==> config.mk <==
export PLATFORM = sky130hd
export DESIGN_NAME = m4rm_cfg
export DESIGN_NICKNAME = d
export VERILOG_FILES = /design/src/rtl/m4rm_pkg.sv /design/src/rtl/m4rm_cfg.sv
export SDC_FILE = /design/constraint.sdc
export NUM_CORES = 1
export LEC_CHECK = 0
export BUFFER_PORTS_ARGS = -buffer_cell sky130_fd_sc_hd__buf_4
export CAP_MARGIN = 25
export CORE_AREA = 2 2 253 255
export CTS_CLUSTER_DIAMETER = 30
export DETAILED_ROUTE_END_ITERATION = 10
export DIE_AREA = 0 0 255 257
export SYNTH_ARGS = -nofsm -noshare
export SYNTH_HDL_FRONTEND = slang
export SYNTH_SLANG_ARGS = --single-unit
export TNS_END_PERCENT = 10
==> constraint.sdc <==
create_clock -name clk -period 1.7 [get_ports clk]
set_input_delay 0.085 -clock clk [delete_from_list [all_inputs] [get_ports clk]]
set_output_delay 0.085 -clock clk [all_outputs]
set_load 0.02 [all_outputs]
==> src/rtl/m4rm_pkg.sv <==
package m4rm_pkg;

	localparam int Q_W       = 32;
	localparam int FRAC_W    = 16;
	localparam int PROD_W    = 2 * Q_W;
	localparam int HALF_W    = PROD_W + 1;
	localparam int SUM_W     = PROD_W + 2;
	localparam int SHIFT_W   = SUM_W - FRAC_W;
	localparam int NUM_REGS  = 8;
	localparam int REG_W     = 64;
	localparam int REG_IDX_W = 3;
	localparam int ADDR_W    = REG_IDX_W + 3;

	typedef logic signed [Q_W-1:0] q16_t;
	typedef q16_t [3:0] row_t;
	typedef row_t [3:0] mat_t;
	typedef logic [NUM_REGS-1:0][REG_W-1:0] regfile_t;

	localparam q16_t Q_MAX = 32'sh7fff_ffff;
	localparam q16_t Q_MIN = 32'sh8000_0000;

	localparam regfile_t REG_RESET = {
		64'h0001_0000_0000_0000,
		64'h0000_0000_0000_0000,
		64'h0000_0000_0001_0000,
		64'h0000_0000_0000_0000,
		64'h0000_0000_0000_0000,
		64'h0001_0000_0000_0000,
		64'h0000_0000_0000_0000,
		64'h0000_0000_0001_0000
	};

endpackage

==> src/rtl/m4rm_cfg.sv <==
module m4rm_cfg (
	input  logic                        clk,
	input  logic                        arst_n,
	input  logic                        psel,
	input  logic                        penable,
	input  logic                        pwrite,
	input  logic [m4rm_pkg::ADDR_W-1:0] paddr,
	input  logic [m4rm_pkg::REG_W-1:0]  pwdata,
	output logic [m4rm_pkg::REG_W-1:0]  prdata,
	output logic                        pready,
	output m4rm_pkg::mat_t              bmat
);
	import m4rm_pkg::*;

	regfile_t               regs_q;
	logic                   wr_en;
	logic [REG_IDX_W-1:0]   idx;

	assign pready = 1'b1;
	assign idx    = paddr[ADDR_W-1:3];
	assign wr_en  = psel && penable && pwrite && pready;
	assign prdata = regs_q[idx];

	always_ff @(posedge clk or negedge arst_n) begin
		if (!arst_n) begin
			regs_q <= REG_RESET;
		end else if (wr_en) begin
			regs_q[idx] <= pwdata;
		end
	end

	for (genvar k = 0; k < 4; k++) begin : g_row
		for (genvar j = 0; j < 4; j++) begin : g_col
			assign bmat[k][j] = regs_q[k*2 + j/2][Q_W*(j%2) +: Q_W];
		end
	end

	a_write_lands: assert property (@(posedge clk) disable iff (!arst_n)
		wr_en |=> regs_q[$past(idx)] == $past(pwdata))
		else $error("register write not stored");

	a_hold_no_write: assert property (@(posedge clk) disable iff (!arst_n)
		!wr_en |=> $stable(regs_q))
		else $error("register changed without a write");

endmodule

# Word level (Yosys, flattened, before mapping)
# Cells that the tools add are included.
# totals
output_inout_bits	577
inputBits	75
reg_bits	512
# classes
n_lt_le_gt_ge	2
reduce_logical	3
mux	5
# ops
cell	n
512-bit bitwise mux	1
64-bit binary-select mux with 3-bit select	1
64-bit demux with 3-bit select	1
64-bit 2-to-1 mux	2
3-bit by 4-bit less-than comparator with 1-bit output (second input constant)	1
3-bit by 1-bit greater-or-equal comparator with 1-bit output (second input constant)	1
1-bit logical AND	3

# Depth between registers and ports, before layout
# logic_depth
ltp_word	5
ltp_mapped	6
depth_no_buf	3

# Worst setup path after synthesis
# No wires, ideal clock.
# synth_timing
kind	input -> output
start	in paddr[3] (netlist bit)
end	out prdata[0] (netlist bit)
setup_slack_ps	76
t_arrival_ps	1539
required_time_ps	1615
cell_stages	5
n_path_buf	3
cell_sequence	buf_2 > buf_2 > buf_2 > mux4_2 > mux2_2
# synth_via
elab_chain_len	2
# synth_rtl
item	line	source
start: declaration	m4rm_cfg.sv:7	input logic [m4rm_pkg::ADDR_W-1:0] paddr,
64-bit binary-select mux with 3-bit select	m4rm_cfg.sv:22	assign prdata = regs_q[idx];
64-bit 2-to-1 mux (not written as such)	m4rm_cfg.sv:22	
end: declaration	m4rm_cfg.sv:9	output logic [m4rm_pkg::REG_W-1:0] prdata,
# No other way between the ends. The select of a mux whose other input is x is not followed.

# Final worst setup path
# layout_timing
start	reg regs_q, in the netlist bmat[215]
end	out prdata[23] (netlist bit)
# layout_via
elab_chain_len	2
# layout_rtl
item	line	source
start: declaration	m4rm_cfg.sv:15	regfile_t regs_q;
start signal: indexed assignment	m4rm_cfg.sv:28	regs_q[idx] <= pwdata;
64-bit binary-select mux with 3-bit select	m4rm_cfg.sv:22	
64-bit 2-to-1 mux (not written as such)	m4rm_cfg.sv:22	
# No other way between the ends. The select of a mux whose other input is x is not followed.

==> out/summary.json <==
{
  "run_status": "finished with violations",
  "violations": "negative setup slack",
  "tightestPinTransition_ns": 0.540,
  "worstSetupEndpointType": "output pin",
  "drive_above_1_share_pct": 73.1,
  "via_count": 16200,
  "layout_setup_ws_ns": -0.368,
  "postSynthCellCount": 1324,
  "placementRows": 92,
  "start_util_pct": 36.3,
  "irDropWorstVdd_mv": 1.02,
  "timing.final.setup_violations": 64,
  "place_hpwl_mm": 55.3,
  "port-buffer-count": 647,
  "report.final.hold_viol_count": 0,
  "post_detailed_route_wirelength_per_cell_microns": 25.6,
  "worst-setup-path-type": "reg2out",
  "detail_route.vias_per_cell": 5.12,
  "critical_path_source_type": "flip-flop",
  "drt_iter0_drc": 749,
  "antenna_found_initial": 0,
  "synth.area.top_cells": "sky130_fd_sc_hd__dfrtp_1 56%, sky130_fd_sc_hd__mux2_2 27%, sky130_fd_sc_hd__mux4_2 12%",
  "clock_latency_ns": 0.64,
  "number_of_buffers_inserted_during_clock_tree_synthesis": 116,
  "wirelength_mm": 81.1,
  "grt-ovfl-total": 0,
  "cpLargestDelayFamily": "multiplexers",
  "maximum_net_fanout_on_the_critical_path": 2,
  "cts_num_sinks": 512,
  "io_pins": 652,
  "final.setup.tns_ns": -20.40,
  "ys_seq_area_share_pct": 56.4,
  "grt_pass1_wl_mm": 119,
  "critical_path_sink": "prdata[23]",
  "cellLeakagePower_nw": 16.7,
  "skew_ns": 0,
  "layout.filler_cells": 5030,
  "synthesis.yosys.warnings": 0,
  "critPathSlowestCell": "sky130_fd_sc_hd__mux4_2",
  "final_antenna_net_count": 0,
  "clock_tree.buffer_depth": 3,
  "yosys.cell_types.count": 25,
  "timing.critical_path.required_ns": 1.62,
  "die_area_sq_mm": 0.0655,
  "grt_pass1_vias": 17700,
  "core-area_sq_mm": 0.0627,
  "final.min_clock_period_ns": 2.07,
  "drc": 0,
  "synth_top_cell_by_area": "sky130_fd_sc_hd__dfrtp_1",
  "worst_setup_hold_path_clk_slew_ns": 0.05,
  "achievable-frequency_ghz": 0.484,
  "rsz0062_at_grt": "true",
  "clock_tree.htree_level_count": 3,
  "crit_start": "bmat[215]",
  "syn-mean-instance-area_sq_um": 17.2,
  "post-place-ws_ns": 0.0141,
  "slew_violations": 0,
  "worstPathCellList": "mux4_2 > mux2_4 > buf_6",
  "chipWidth_microns": 255,
  "critical_path.max_stage_delay_ns": 0.47,
  "netlist.area_leader.share_pct": 55.9,
  "synth.net_count": 1399,
  "p_per_area_mw_per_mm2": 1580,
  "combined_area_of_the_multi_input_logic_cells_sq_mm": 0.00969,
  "ys_ff_latch": 512,
  "layout-area-overhead-vs-synth_pct": 55.2,
  "critical_path.reg2reg.startpoint": "bmat[499]",
  "timing.critical_path.buf_inv": 1,
  "min-delay-path-class": "in2reg",
  "reg2reg_to": "bmat[499]",
  "tritoncts": "yes",
  "post-route-period-util_pct": 122,
  "die_h_microns": 257,
  "commonest_cells_after_routing_fill_and_taps_aside": "698 x sky130_fd_sc_hd__buf_4, 509 x sky130_fd_sc_hd__mux2_2, 502 x sky130_fd_sc_hd__dfrtp_1",
  "min_path_cells": 4,
  "largest_net_degree_at_the_start_of_global_routing": 78,
  "max_ffs_per_register": 512,
  "maxCapViolCount": 0,
  "r2r_slack_ns": 0.76,
  "synthesis.area_sq_mm": 0.0227,
  "most_common_cell_after_layout_fill_and_taps_aside": "sky130_fd_sc_hd__buf_4",
  "num-nets-final": 2298,
  "regArea_sq_mm": 0.0128,
  "total_power_w": 0.0558,
  "finalWeightedCongestion": 0.828,
  "cts_root_buf": "sky130_fd_sc_hd__clkbuf_16",
  "grt.total_usage_pct": 24.6,
  "worstPathArrival_ns": 1.98,
  "reg2reg_depth": 2,
  "worstSetupPathDepth": 3,
  "drt_first_pass_iters": 5,
  "max-slew-margin-rel_pct": 64.0
}
## power breakdown
part / total (W) / leakage [nW] / switching [W] / internal (W)
Clock: 0.0240 / 2.04 / 0.00731 / 0.0167
Sequential: 0.0167 / 6.53 / 0.00203 / 0.0146
Combinational: 0.0151 / 8.16 / 0.00749 / 0.00761
Total: 0.0558 / 16.7 / 0.0168 / 0.0390
## worst min path at each step
stage / endpoint / start / slack [ns]
final: bmat[127] / paddr[5] / 0.1
after global routing: bmat[127] / paddr[5] / 0.09
after CTS: bmat[127] / paddr[5] / 0.07
after detailed placement: bmat[41] / arst_n / 0.03
after global placement: bmat[41] / arst_n / 0.03
after floorplan: bmat[0] / arst_n / -0.21
## layer usage
| layer | GRT usage, % | wire length (microns) | part of all wire (%) |
|---|---|---|---|
| met5 | 0 | 0 | 0 |
| met2 | 40.7 | 40200 | 50 |
| met4 | 8.72 | 2630 | 3.2 |
| met1 | 29.8 | 31700 | 39 |
| met3 | 8.23 | 6530 | 8.1 |
## cell usage after synthesis (all sizes together)
cell type  count
mux2         575
nor4bb         1
nor2           7
inv            1
mux4         126
buf           72
nand4          1
nand2          1
a31oi          1
nor3           2
clkbuf        15
a22oi          1
and2           1
dfrtp        508
mux2i          2
o211ai         1
conb           1
o32a           1
dfstp          4
nand2b         2
nand4b         1
## final cells by class
type                            instances  area share, %
Clock buffer                          152           9.27
Tap cell                              846           3.00
Inverter                                1         0.0106
Multi-Input combinational cell        724           27.5
Sequential cell                       512           36.3
Timing Repair Buffer                  868           21.0
Clock inverter                         65           2.90
Antenna cell                            1        0.00709
## worst min-delay path, cell delays in order
cell and delay [ns]:
sky130_fd_sc_hd__buf_4 0.16, sky130_fd_sc_hd__nor3_4 0.07, sky130_fd_sc_hd__buf_12 0.16, sky130_fd_sc_hd__mux2_2 0.22
## stage by stage
stage	instance area, sq um	cells	util (%)	hold WS, ns
after floorplan	22700	1324	-	-0.211
after global placement	29300	2806	46.8	0.0322
after detailed placement	29300	2806	46.8	0.0328
after CTS	35100	3153	56.0	0.0661
after global routing	35300	3168	56.3	0.0887
final	35300	3169	56.3	0.0967
## cell families (layout without fill, tap and decap cells)
logic type,count (synthesis),in the layout,share of synthesized area [%]
simple gates,16,16,0.627
flops,512,512,56.4
buf+inv,88,1086,1.83
mux,703,703,41.0
compound gates,4,4,0.138
other cells,1,2,0.0165
## repair_timing
action | 4_1_cts | 5_1_grt
resized for setup | 92 | 16
hold buffers | 66 | 0
buffers inserted | 64 | 15
endpoints found under the hold margin | 977 | 0
endpoints found under the setup margin | 64 | 64
gates cloned | 0 | 0
pin swaps | 0 | 0
(Power assumes the default switching activity.)
